[src/design/itoa_pkg.sv]
`default_nettype none
// ----------------------------------------------------------------------------
// itoa_pkg
// Shared types, constants and helpers for the integer to ASCII converter.
// ----------------------------------------------------------------------------
package itoa_pkg;

  localparam int unsigned ValueW  = 64;
  localparam int unsigned WordW   = 32;
  localparam int unsigned CharW   = 7;
  localparam int unsigned NibW    = 4;
  localparam int unsigned CntW    = 5;
  localparam int unsigned BcdNibs = 10;

  localparam logic [1:0] MODE_DEC = 2'd0;
  localparam logic [1:0] MODE_HEX = 2'd1;

  localparam logic [CntW-1:0] DABBLE_LAST = 5'd31;
  localparam logic [CntW-1:0] FULL_LEN    = 5'd16;

  localparam logic [CharW-1:0] CHAR_ZERO  = 7'h30;
  localparam logic [CharW-1:0] CHAR_X     = 7'h78;
  localparam logic [CharW-1:0] CHAR_MINUS = 7'h2d;
  localparam logic [CharW-1:0] CHAR_A     = 7'h61;

  typedef enum logic [2:0] {
    ST_IDLE,
    ST_CONVERT,
    ST_PFX_ZERO,
    ST_PFX_X,
    ST_SIGN,
    ST_SKIP,
    ST_EMIT
  } itoa_state_t;

  typedef enum logic [2:0] {
    EMIT_NONE,
    EMIT_ZERO,
    EMIT_X,
    EMIT_MINUS,
    EMIT_DIGIT
  } itoa_emit_t;

  typedef struct packed {
    logic       load;
    logic       dabble;
    logic       shift;
    itoa_emit_t emit;
  } itoa_cmd_t;

  typedef struct packed {
    logic top_zero;
    logic cnt_one;
    logic dabble_last;
    logic neg;
  } itoa_sts_t;

  function automatic logic [CharW-1:0] hex_char(input logic [NibW-1:0] nib);
    logic [CharW-1:0] n7;
    n7 = {3'b000, nib};
    if (nib < 4'd10) begin
      hex_char = CHAR_ZERO + n7;
    end else begin
      hex_char = CHAR_A + n7 - 7'd10;
    end
  endfunction

endpackage
`default_nettype wire

[src/design/integer_to_ascii_converter.sv]
`default_nettype none
// ----------------------------------------------------------------------------
// integer_to_ascii_converter
// Prints one number as ASCII text, one character per output beat.
// ----------------------------------------------------------------------------
// Input: a beat is taken on the clock edge where start is high and busy is
// low. in_mode 0 gives signed decimal of in_value[31:0], 1 signed hex without
// leading zeros, 2 and 3 "0x" plus 16 hex digits of all 64 bits.
// Output: each character shows for one cycle with out_valid high, most
// significant first; out_last marks the final one. The receiver cannot stall.
// Sequence: modes 2/3 give back-to-back characters, the first registered
// from the state entered on the accepting edge. Mode 1 spends a sign step,
// a skip step per leading zero (8 to 15) plus one, then 1 to 8 digits.
// Mode 0 first runs a shift-add-3 binary to BCD pass over the 32-bit
// magnitude, then sign, skip and 1 to 10 digits. busy drops as the last
// character is registered, so the next number is taken while that beat is
// on the port.
// Reset: synchronous, active low; returns to idle with no beat pending.
// ----------------------------------------------------------------------------
module integer_to_ascii_converter
  import itoa_pkg::*;
(
  input  wire logic              clk,
  input  wire logic              rst_n,
  input  wire logic              start,
  output logic                   busy,
  input  wire logic [1:0]        in_mode,
  input  wire logic [ValueW-1:0] in_value,
  output logic                   out_valid,
  output logic [CharW-1:0]       out_character,
  output logic                   out_last
);

  itoa_cmd_t cmd;
  itoa_sts_t sts;

  itoa_ctrl u_ctrl (
    .clk     (clk),
    .rst_n   (rst_n),
    .start   (start),
    .in_mode (in_mode),
    .sts     (sts),
    .cmd     (cmd),
    .busy    (busy)
  );

  itoa_dp u_dp (
    .clk           (clk),
    .rst_n         (rst_n),
    .in_mode       (in_mode),
    .in_value      (in_value),
    .cmd           (cmd),
    .sts           (sts),
    .out_valid     (out_valid),
    .out_character (out_character),
    .out_last      (out_last)
  );

`ifndef SYNTHESIS
  a_start_busy: assert property (@(posedge clk) disable iff (!rst_n)
    start && !busy |=> busy)
    else $error("busy not raised after start");

  a_mid_busy: assert property (@(posedge clk) disable iff (!rst_n)
    out_valid && !out_last |-> busy)
    else $error("idle while text incomplete");

  a_last_gap: assert property (@(posedge clk) disable iff (!rst_n)
    out_valid && out_last |=> !out_valid)
    else $error("beat straight after last character");
`endif

endmodule
`default_nettype wire

[src/design/itoa_dp.sv]
`default_nettype none
// ----------------------------------------------------------------------------
// itoa_dp
// Datapath: digit buffer, binary to BCD shift-add-3 unit, digit counter and
// the registered character output.
// ----------------------------------------------------------------------------
module itoa_dp
  import itoa_pkg::*;
(
  input  wire logic              clk,
  input  wire logic              rst_n,
  input  wire logic [1:0]        in_mode,
  input  wire logic [ValueW-1:0] in_value,
  input  itoa_cmd_t              cmd,
  output itoa_sts_t              sts,
  output logic                   out_valid,
  output logic [CharW-1:0]       out_character,
  output logic                   out_last
);

  logic [ValueW-1:0] digits_r, digits_nxt;
  logic [WordW-1:0]  bin_r, bin_nxt;
  logic [CntW-1:0]   cnt_r, cnt_nxt;
  logic              neg_r, neg_nxt;
  logic              valid_r, valid_nxt;
  logic [CharW-1:0]  char_r, char_nxt;
  logic              last_r, last_nxt;

  logic [WordW-1:0]  word;
  logic [WordW-1:0]  mag;
  logic [ValueW-1:0] adj;
  logic [NibW-1:0]   top_nib;

  assign word    = in_value[WordW-1:0];
  assign mag     = word[WordW-1] ? (WordW'(0) - word) : word;
  assign top_nib = digits_r[ValueW-1 -: NibW];

  // add 3 to every BCD digit of 5 or more before the shift
  always_comb begin
    adj = digits_r;
    for (int i = 0; i < BcdNibs; i++) begin
      if (digits_r[i*NibW +: NibW] >= 4'd5) begin
        adj[i*NibW +: NibW] = digits_r[i*NibW +: NibW] + 4'd3;
      end
    end
  end

  always_comb begin
    digits_nxt = digits_r;
    bin_nxt    = bin_r;
    cnt_nxt    = cnt_r;
    neg_nxt    = neg_r;
    if (cmd.load) begin
      neg_nxt = word[WordW-1];
      bin_nxt = mag;
      case (in_mode)
        MODE_DEC: begin
          digits_nxt = '0;
          cnt_nxt    = '0;
        end
        MODE_HEX: begin
          digits_nxt = {{(ValueW-WordW){1'b0}}, mag};
          cnt_nxt    = FULL_LEN;
        end
        default: begin
          digits_nxt = in_value;
          cnt_nxt    = FULL_LEN;
        end
      endcase
    end else if (cmd.dabble) begin
      digits_nxt = {adj[ValueW-2:0], bin_r[WordW-1]};
      bin_nxt    = {bin_r[WordW-2:0], 1'b0};
      cnt_nxt    = (cnt_r == DABBLE_LAST) ? FULL_LEN : cnt_r + 5'd1;
    end else if (cmd.shift) begin
      digits_nxt = {digits_r[ValueW-NibW-1:0], {NibW{1'b0}}};
      cnt_nxt    = cnt_r - 5'd1;
    end
  end

  always_comb begin
    valid_nxt = 1'b1;
    last_nxt  = 1'b0;
    case (cmd.emit)
      EMIT_ZERO:  char_nxt = CHAR_ZERO;
      EMIT_X:     char_nxt = CHAR_X;
      EMIT_MINUS: char_nxt = CHAR_MINUS;
      EMIT_DIGIT: begin
        char_nxt = hex_char(top_nib);
        last_nxt = (cnt_r == 5'd1);
      end
      default: begin
        valid_nxt = 1'b0;
        char_nxt  = char_r;
      end
    endcase
  end

  always_ff @(posedge clk) begin
    digits_r <= digits_nxt;
    bin_r    <= bin_nxt;
    cnt_r    <= cnt_nxt;
    neg_r    <= neg_nxt;
    char_r   <= char_nxt;
    last_r   <= last_nxt;
    if (!rst_n) begin
      valid_r <= 1'b0;
    end else begin
      valid_r <= valid_nxt;
    end
  end

  assign sts.top_zero    = (top_nib == '0);
  assign sts.cnt_one     = (cnt_r == 5'd1);
  assign sts.dabble_last = (cnt_r == DABBLE_LAST);
  assign sts.neg         = neg_r;

  assign out_valid     = valid_r;
  assign out_character = char_r;
  assign out_last      = last_r;

endmodule
`default_nettype wire

[src/design/itoa_ctrl.sv]
`default_nettype none
// ----------------------------------------------------------------------------
// itoa_ctrl
// Controller: sequences load, BCD conversion, prefix, sign, leading-zero
// skip and digit output.
// ----------------------------------------------------------------------------
module itoa_ctrl
  import itoa_pkg::*;
(
  input  wire logic       clk,
  input  wire logic       rst_n,
  input  wire logic       start,
  input  wire logic [1:0] in_mode,
  input  itoa_sts_t       sts,
  output itoa_cmd_t       cmd,
  output logic            busy
);

  itoa_state_t state_r, state_nxt;

  always_comb begin
    state_nxt = state_r;
    case (state_r)
      ST_IDLE: begin
        if (start) begin
          case (in_mode)
            MODE_DEC: state_nxt = ST_CONVERT;
            MODE_HEX: state_nxt = ST_SIGN;
            default:  state_nxt = ST_PFX_ZERO;
          endcase
        end
      end
      ST_CONVERT:  if (sts.dabble_last) state_nxt = ST_SIGN;
      ST_PFX_ZERO: state_nxt = ST_PFX_X;
      ST_PFX_X:    state_nxt = ST_EMIT;
      ST_SIGN:     state_nxt = ST_SKIP;
      ST_SKIP:     if (!sts.top_zero || sts.cnt_one) state_nxt = ST_EMIT;
      ST_EMIT:     if (sts.cnt_one) state_nxt = ST_IDLE;
      default:     state_nxt = ST_IDLE;
    endcase
  end

  always_comb begin
    cmd  = '{load: 1'b0, dabble: 1'b0, shift: 1'b0, emit: EMIT_NONE};
    busy = 1'b1;
    case (state_r)
      ST_IDLE: begin
        busy     = 1'b0;
        cmd.load = start;
      end
      ST_CONVERT:  cmd.dabble = 1'b1;
      ST_PFX_ZERO: cmd.emit = EMIT_ZERO;
      ST_PFX_X:    cmd.emit = EMIT_X;
      ST_SIGN:     if (sts.neg) cmd.emit = EMIT_MINUS;
      ST_SKIP:     cmd.shift = sts.top_zero && !sts.cnt_one;
      ST_EMIT: begin
        cmd.emit  = EMIT_DIGIT;
        cmd.shift = 1'b1;
      end
      default: busy = 1'b1;
    endcase
  end

  always_ff @(posedge clk) begin
    if (!rst_n) begin
      state_r <= ST_IDLE;
    end else begin
      state_r <= state_nxt;
    end
  end

endmodule
`default_nettype wire
[config.mk]
export PLATFORM = sky130hd
export DESIGN_NAME = integer_to_ascii_converter
export DESIGN_NICKNAME = d
export VERILOG_FILES = /design/src/design/itoa_pkg.sv /design/src/design/integer_to_ascii_converter.sv /design/src/design/itoa_dp.sv /design/src/design/itoa_ctrl.sv
export SDC_FILE = /design/constraint.sdc
export NUM_CORES = 1
export LEC_CHECK = 0
export ABC_AREA = 1
export BUFFER_PORTS_ARGS = -buffer_cell sky130_fd_sc_hd__clkbuf_2
export CORE_ASPECT_RATIO = 1.5
export CORE_MARGIN = 2
export CORE_UTILIZATION = 32
export DETAILED_ROUTE_END_ITERATION = 6
export PLACE_DENSITY = 0.5
export SYNTH_ARGS = -nofsm -noshare
export SYNTH_HDL_FRONTEND = slang
export SYNTH_SLANG_ARGS = --single-unit
[constraint.sdc]
create_clock -name clk -period 6.9 [get_ports clk]
set_input_delay 1.725 -clock clk [delete_from_list [all_inputs] [get_ports clk]]
set_output_delay 1.725 -clock clk [all_outputs]
set_load 0.03 [all_outputs]
* Yosys cells after proc, flatten, opt, wreduce, memory -nomap -nowiden
Cells that the tools add are included.
** Storage, ports and cells
- Word-level logic and storage cells :: 101
- Register bits :: 114
- Bits of input ports :: 69
- Output and inout port bits :: 10
** Cells by class
- Add/sub/neg operators :: 16
- Equal/unequal tests :: 17
- Reductions and logical operators :: 12
- Mux-type cells :: 37
- $lt $le $gt $ge :: 11
** Operators with widths (count)
- 64-bit two-way mux :: 3
- 64-bit one-hot mux with 2 select lines :: 1
- 32-bit two-way mux :: 3
- 4-bit by 2-bit adder with 4-bit output (second input constant) :: 10
- 4-bit by 3-bit >= comparator with 1-bit output (second input constant) :: 10
- 4-bit two-way mux :: 10
- 1-bit by 32-bit subtractor with 32-bit output (first input constant) :: 1
- 7-bit one-hot mux with 4 select lines :: 1
- 5-bit two-way mux :: 5
- 3-bit one-hot mux with 7 select lines :: 1
- 3-bit by 2-bit equality test with 1-bit output (second input constant) :: 4
- 3-bit equality test (second input constant) :: 4
- 3-bit two-way mux :: 4
- 3-bit one-hot mux with 4 select lines :: 1
- 6-bit by 4-bit adder with 7-bit output (first input constant) :: 1
- 6-bit by 5-bit adder with 7-bit output (first input constant) :: 1
- 7-bit two-way mux :: 1
- 7-bit by 4-bit subtractor with 7-bit output (second input constant) :: 1
- 3-bit by 1-bit equality test with 1-bit output (second input constant) :: 2
- 3-bit one-hot mux with 2 select lines :: 1
- 5-bit by 1-bit adder with 5-bit output (second input constant) :: 1
- 5-bit by 1-bit equality test with 1-bit output (second input constant) :: 1
- 5-bit equality test (second input constant) :: 1
- 5-bit by 1-bit subtractor with 5-bit output (second input constant) :: 1
- other kinds (18) :: 24

* Depth between registers and ports, before layout
Gate-level depths: netlist (run 1).
- Word-level depth :: 7
- Depth in mapped cells :: 13

* By module
Synthesis (run 1) repeated with hierarchy kept, for this count alone.
** Unflattened totals
- Cells, all modules :: 962
- Area, all modules :: 7741.2 um^2
** By module, submodules not included
- itoa_dp :: area an instance 7390.8 um^2, cells each 903, instances 1
- itoa_ctrl :: area an instance 350.3 um^2, cells each 59, instances 1

* Worst setup path after synthesis (run 1)
OpenSTA, ideal clock, no wires.
- Path kind :: input to register
- Start point :: input port start
- End point :: register u_dp.cnt_r[0] (enable)
- Path slack :: 2.187 ns
- Cell stages on the path :: 5
- Data arrival time :: 3.815 ns
- Path buffers :: 1
- Path through :: inv_1 nor2_8 nor2_4 buf_2 nand3_1
** Between the ends
- Longest elaborated chain between the ends :: 2
** Ends and longest elaborated chain
- start: declaration :: RTL line integer_to_ascii_converter.sv:25 : input wire logic start,
- 1-bit two-way mux :: RTL line itoa_ctrl.sv:46 : case (state_r)
- 3-bit nonzero test (no source line)
- end signal: assignment :: RTL line itoa_dp.sv:101 : cnt_r <= cnt_nxt;
- end: declaration :: RTL line itoa_dp.sv:23 : logic [CntW-1:0] cnt_r, cnt_nxt;
No other way between the ends.
A chain may end at the register's enable or synchronous reset.

* Final worst setup path (run 1)
- Start point :: input port start
- End point :: register u_dp.digits_r[27] (enable)
** Between the ends
- Longest elaborated chain between the ends :: 2
** Ends and longest elaborated chain
- 1-bit two-way mux :: RTL line itoa_ctrl.sv:46
- 3-bit nonzero test (no source line)
- end signal: assignment :: RTL line itoa_dp.sv:99 : digits_r <= digits_nxt;
- end: declaration :: RTL line itoa_dp.sv:21 : logic [ValueW-1:0] digits_r, digits_nxt;
No other way between the ends.

==> results of run 1 <==
## kinds of logic after synthesis
| logic type | count (synthesis) |
|---|---|
| compound gates | 178 |
| xor+xnor | 31 |
| fa+ha+maj | 26 |
| buf+inv | 137 |
| flops | 114 |
| other cells | 1 |
| simple gates | 449 |
## area by class of cell
type                       instances  area [um2]
timing repair buffer              81         413
multi-input combinational        685        3560
clock inverter                    14         190
fill                            2417       14300
tap                              280         350
sequential                       114        3370
inverter                         105         399
clock buffer                      17         425
## metal layers
layer,wire [um],GRT usage [%],share of wire [%]
met5,0,0,0
met4,299,5.73,1.4
met3,766,3.02,3.6
met2,10900,31.7,51
met1,9210,21.1,43
## metrics by stage
| step | instances | cell area (um2) | total power, mW | hold slack, ns |
|---|---|---|---|---|
| 5_1_grt | 1296 | 8710 | 4.67 | 0.535 |
| 6_report | 1296 | 8710 | 4.31 | 0.518 |
| 4_1_cts | 1296 | 8710 | 4.35 | 0.517 |
| 3_3_place_gp | 1265 | 8090 | 3.40 | 0.498 |
| 2_1_floorplan | 936 | 7490 | 2.92 | 0.494 |
| 3_5_place_dp | 1265 | 8090 | 3.41 | 0.504 |
## registers in the layout, summed over array words and instances, names as in the netlist
signal              count
u_ctrl.state_r          3
u_dp.bin_r             32
u_dp.cnt_r              5
u_dp.digits_r          64
u_dp.neg_r              1
u_dp.out_character      7
u_dp.out_last           1
u_dp.out_valid          1
## where the power goes
part	total, mW	switching [mW]	leakage (nW)	internal (mW)
logic	1.78	1.23	2.40	0.548
clock network	0.928	0.328	0.288	0.600
registers	1.60	0.215	1.10	1.38
total	4.31	1.78	3.79	2.53
## how the worst max path moves through the flow
stage	from	endpoint	slack [ns]	depth (start not counted)
after floorplan	start	u_dp.cnt_r[0]$_SDFFCE_PP0P_	2.19	5
after global placement	start	u_dp.digits_r[29]$_DFFE_PP_	2.79	5
after detailed placement	start	u_dp.digits_r[29]$_DFFE_PP_	2.78	5
after CTS	start	u_dp.digits_r[19]$_DFFE_PP_	3.19	5
after global routing	start	u_dp.digits_r[19]$_DFFE_PP_	3.04	5
final	start	u_dp.digits_r[27]$_DFFE_PP_	3.22	5
## worst reg2reg max path, delay by kind of cell (launching register included)
kind / cells / cell delay, ns
and+or+nand+nor: 4 / 0.53
DFF: 1 / 0.33
buffers and inverters: 5 / 1.94
AOI/OAI and AO/OA: 1 / 0.15
## placed cells by master, fill, tap and decap left out, types with 7 or more instances in the layout
master	instances
xor2_1	25
nand2_1	298
edfxtp_1	109
clkbuf_16	17
clkbuf_2	78
a22oi_1	12
nand3_1	48
inv_1	100
ha_1	26
o211ai_1	24
o22ai_1	7
o21ai_0	76
a21oi_1	38
nor2_1	69
==> impl_results.md, run 1 <==
* Outcome: complete, no violations
* Syn Area/Cell at 8.00 um2
* Worst hold endpoint: u_dp.bin_r[29]$_DFFE_PP_
* Post-Synth Simple-Gate Area at 25.0%
* Clock-pin slew on the worst setup and hold paths at 0.05 ns
* I/O Buffers at 78
* Final Cycle Share at 53.3%
* Startpoint types: input pin
* CP peak stage delay at 0.85 ns
* Yosys reg bits at 114
* Synth Area in Adders at 4.34%
* Pin count of the biggest net entering global routing at 70
* Top cells by area, synth: edfxtp_1 44%, nand2_1 15%, o21ai_0 5.1%
* IO Pins at 79
* Main combinational cell family by area after synthesis: simple AND/OR/NAND/NOR gates
* Nets at 1099
* CTS buffer count at 17
* Drc violations at 0
* Worst path cell trace: clkbuf_2 -> inv_1 -> nor2_8 -> nor2_4 -> nand3_4
* Synth cell types at 48
* Area leader, netlist: edfxtp_1
* Critical path class: input pin to flop
* Fin crit period at 3.68 ns
* Total clock sinks at 114
* Cell with the most instances after synthesis: nand2_1
* Rows at 68
* Crit. End Element: flop
* IR drop worst, VDD at 0.235 mV
* Synth warn at 0
* Max frequency at 272 MHz
* Synthesized area at 7490 um2
* Crit Path Max Fanout at 69
* CTS root buf: clkbuf_16
* Most common library cells after synthesis: 298 x nand2_1, 109 x edfxtp_1, 100 x inv_1, 76 x o21ai_0, 69 x nor2_1
* Final ANT Viol Nets at 0
* RSZ-0062 raised after global routing: no
* Worst Skew at 0.00758 ns
* Critical Path AT at 3.51 ns
* DRT Pass-1 Iters at 5
* Max-slew headroom at the worst pin at 29.5%
* Total track usage at 17.6%
* Worst-Skew Late Latency at 0.41 ns
* Sequential fraction of the synthesis area at 45.0%
* FF-to-FF setup slack at 3.69 ns
* Grt total ovfl at 0
* Worst slack, placed at 2.78 ns
* H-tree depth at 4
* Max Slew Vio Count at 0
* GP Congestion at 0.810
* Number of enable flip-flop cells after synthesis at 109
* Final Hold Vio Count at 0
* Final wirelength at 21.2 mm
* Worst R2R Path Depth at 10
* Hold Startpoint: u_dp.bin_r[28]$_DFFE_PP_
* Vias/cell at 5.00
* Core Area at 23000 um2
* Finish-stage setup viols at 0
* Layout cells sized above 1 at 13.2%
* Routed wire per std cell at 16.3 um
* CP required at 6.73 ns
* DR vias at 6478
* Async S/R FF share, synth at 0%
* Iter 0 DRT Violations at 511
* Hold_buf cts at 0
* Setup slack after layout at 3.22 ns
* Reg-to-reg endpoint: u_dp.digits_r[9]$_DFFE_PP_
* WHS Path Cells at 2
* N_diodes at 0
* Layout area overhead at 16.3%
* Fin util at 37.9%
* PD cells at 495 nW/um2
* Initial antenna violation count at 0
* Syn Inst Count at 936
* Syn Nets at 1031
* CP bufs+invs at 2
* Initial Util at 32.6%
* Die area at 24700 um2
* Yosys top cell area share at 43.7%
* Top delay family on crit path: simple AND/OR/NAND/NOR gates
* Post-route setup TNS at 0 ns
* Most used DFF post-synth: edfxtp_1
* CTS max path bufs at 2
* Post-Synth XOR/XNOR Area at 3.62%
* Vias in the first global route at 6485
* Post-synthesis mux area share at 0%
* # Post-CTS Setup Buffers at 0
* Post-synthesis compound-gate area fraction at 14.3%
* TritonCTS clock tree: yes
* PostCTS Resize Cnt at 0
* Max Cap Viol at 0
* Die Ht at 191 um
* Worst hold-check path type: flop to flop
* First-pass GRT wire length at 33.5 mm
* Static Leak at 3.79 nW
* Worst Max-Slew Pin Slew at 1.06 ns
* Die W at 129 um
* Critical register-to-register path startpoint: u_ctrl.state_r[2]$_SDFFE_PN0P_
* Hpwl dp at 15.4 mm
* CP max stage cell: nand3_4
Note: power is estimated with default switching activity, not from simulation.
==> run 2, diff against run 1 <==
==> constraint.sdc (replaced) <==
create_clock -name clk -period 3.7 [get_ports clk]
set_input_delay 0.925 -clock clk [delete_from_list [all_inputs] [get_ports clk]]
set_output_delay 0.925 -clock clk [all_outputs]
set_load 0.03 [all_outputs]
==> run 2 against run 1 <==
  * Die area unchanged
  * Critical path depth up 4
  * Worst hold slack worse by 0.0039 ns
  * Sequential power up 85%
  * Wire length up 0.89%
  * Non-clock buffer count up 9
  * Largest power group unchanged
==> impl_results.md, run 2 (same netlist as run 1, synthesis figures left out) <==
* DR vias at 6511 (+0.51%)
* Internal Power at 4.72 mW (+86%)
* Final ANT Viol Nets at 0 (unchanged)
* IR drop worst, VDD at 0.359 mV (+53%)
* PostCTS Resize Cnt at 0 (unchanged)
* TritonCTS clock tree: yes
* N_diodes at 0 (unchanged)
* Startpoint types: input pin
* Vias in the first global route at 6413 (-1.1%)
* First-pass GRT wire length at 33.6 mm (+0.25%)
* IO Pins at 79 (unchanged)
* GP Congestion at 0.853 (+5.3%)
* PD cells at 919 nW/um2 (+86%)
* CP required at 3.91 ns (-2.82 ns)
* Crit Path Max Fanout at 36 (-48%)
* Clock-pin slew on the worst setup and hold paths at 0.05 ns (about the same)
* Finish-stage setup viols at 0 (unchanged)
* Nets at 1108 (+0.82%)
* I/O Buffers at 78 (unchanged)
* Pwr Total at 8.05 mW (+87%)
* Multi-input gate area at 3560 um2 (unchanged)
* Register Area at 3370 um2 (unchanged)
* Final wirelength at 21.4 mm (+0.89%)
* Die area at 24700 um2 (unchanged)
* Hold_buf cts at 0 (unchanged)
* Pin count of the biggest net entering global routing at 47 (-33%)
* Core Area at 23000 um2 (unchanged)
* FF-to-FF setup slack at 1.23 ns (-2.46 ns)
* Logic pwr share at 42.9% (+1.6 points)
* Initial Util at 32.6% (unchanged)
* Iter 0 DRT Violations at 507 (-0.78%)
* Rows at 68 (unchanged)
* Clk pwr share at 20.4% (-1.1 points)
* CTS buffer count at 17 (unchanged)
* Commonest non-fill, non-tap cell in the layout: nand2_1
* Grt total ovfl at 0 (unchanged)
* NetSw at 3.33 mW (+88%)
* Sequential share of power at 36.7% (-0.4 points)
* Vias/cell at 4.99 (-0.26%)
* Fill cells at 2402 (-0.62%)
* Die Ht at 191 um (unchanged)
* Static Leak at 3.84 nW (+1.2%)
* Die W at 129 um (unchanged)
* Largest Register: u_dp.digits_r
* Critical path class: input pin to flop
* Max Slew Vio Count at 0 (unchanged)
* Fin crit period at 2.51 ns
* Outcome: complete, no violations
* Layout cells sized above 1 at 13.7% (+0.55 points)
* Routed wire per std cell at 16.4 um (+0.12%)
* Worst Max-Slew Pin Slew at 0.725 ns (-0.333 ns)
* Drc violations at 0 (unchanged)
* Max Cap Viol at 0 (unchanged)
* Hpwl dp at 15.8 mm (+3.0%)
* Layout area overhead at 17.0%
* Post-route setup TNS at 0 ns (unchanged)
* Max-slew headroom at the worst pin at 51.5% (+22 points)
* Final Cycle Share at 67.9%
* H-tree depth at 4 (unchanged)
* Final Hold Vio Count at 0 (unchanged)
* Total clock sinks at 114 (unchanged)
* Initial antenna violation count at 0 (unchanged)
* DRT Pass-1 Iters at 5 (unchanged)
* Crit. End Element: flop
* Critical Path AT at 2.73 ns (-0.78 ns)
* Switching part of the total power at 41.4% (+0.16 points)
* Commonest cells after routing, fill and taps aside: 298 x nand2_1, 109 x edfxtp_1, 100 x inv_1
* RSZ-0062 raised after global routing: no
* CTS max path bufs at 2 (unchanged)
* CTS root buf: clkbuf_16
* # Post-CTS Setup Buffers at 0 (unchanged)
* Max reg flops at 64 (unchanged)
* Max frequency at 398 MHz
* Total track usage at 17.9% (+0.25 points)
* Worst hold-check path type: flop to flop
* Worst-Skew Late Latency at 0.42 ns (about the same)
* Worst Skew at 0.00918 ns (+0.00160 ns)
[run 2: final timing paths]
path	from	to	cells after the start
worst min-delay path	u_dp.bin_r[23]$_DFFE_PP_	u_dp.bin_r[24]$_DFFE_PP_	2
worst min register to register	u_dp.bin_r[23]$_DFFE_PP_	u_dp.bin_r[24]$_DFFE_PP_	2
worst max register to register	u_ctrl.state_r[1]$_SDFFE_PN0P_	u_dp.digits_r[31]$_DFFE_PP_	9
worst max-delay path	start	u_dp.digits_r[31]$_DFFE_PP_	9
[run 2: worst max-delay path: stages]
cell	delay (ns)
clkbuf_2	0.10
inv_1	0.14
nor2_8	0.08
nor2_4	0.56
inv_2	0.21
buf_12	0.24
o22ai_1	0.14
a31oi_1	0.11
o21ai_0	0.20
[run 2: final cells by class]
class / count / share of cell area [%]
Clock buffer: 19 / 4.94
Clock inverter: 13 / 1.63
Timing Repair Buffer: 90 / 5.77
Multi-Input combinational cell: 685 / 40.6
Tap cell: 280 / 4.00
Sequential cell: 114 / 38.5
Inverter: 105 / 4.56
[run 2: power groups by stage]
stage	combinational [mW]	clock, mW	sequential (mW)
3_5_place_dp	3.48	0	2.98
6_report	3.46	1.64	2.96
2_1_floorplan	2.48	0	2.94
4_1_cts	3.50	1.67	2.96
3_3_place_gp	3.46	0	2.98
5_1_grt	3.93	1.72	3.04
[run 2: per-stage QoR]
stage	area [um2]	instances	setup slack [ns]	util [%]	hold slack [ns]
2_1_floorplan	7500	936	0.669	-	0.494
3_3_place_gp	8190	1274	0.763	35.6	0.498
3_5_place_dp	8190	1274	0.775	35.6	0.505
4_1_cts	8760	1306	1.22	38.1	0.517
5_1_grt	8760	1306	1.07	38.1	0.534
6_report	8760	1306	1.19	38.1	0.514
[run 2: metal layers]
metal	track usage, %	part of all wire (%)
met5	0	0
met4	5.89	1.7
met3	2.97	3.0
met2	32.2	51
met1	21.4	44
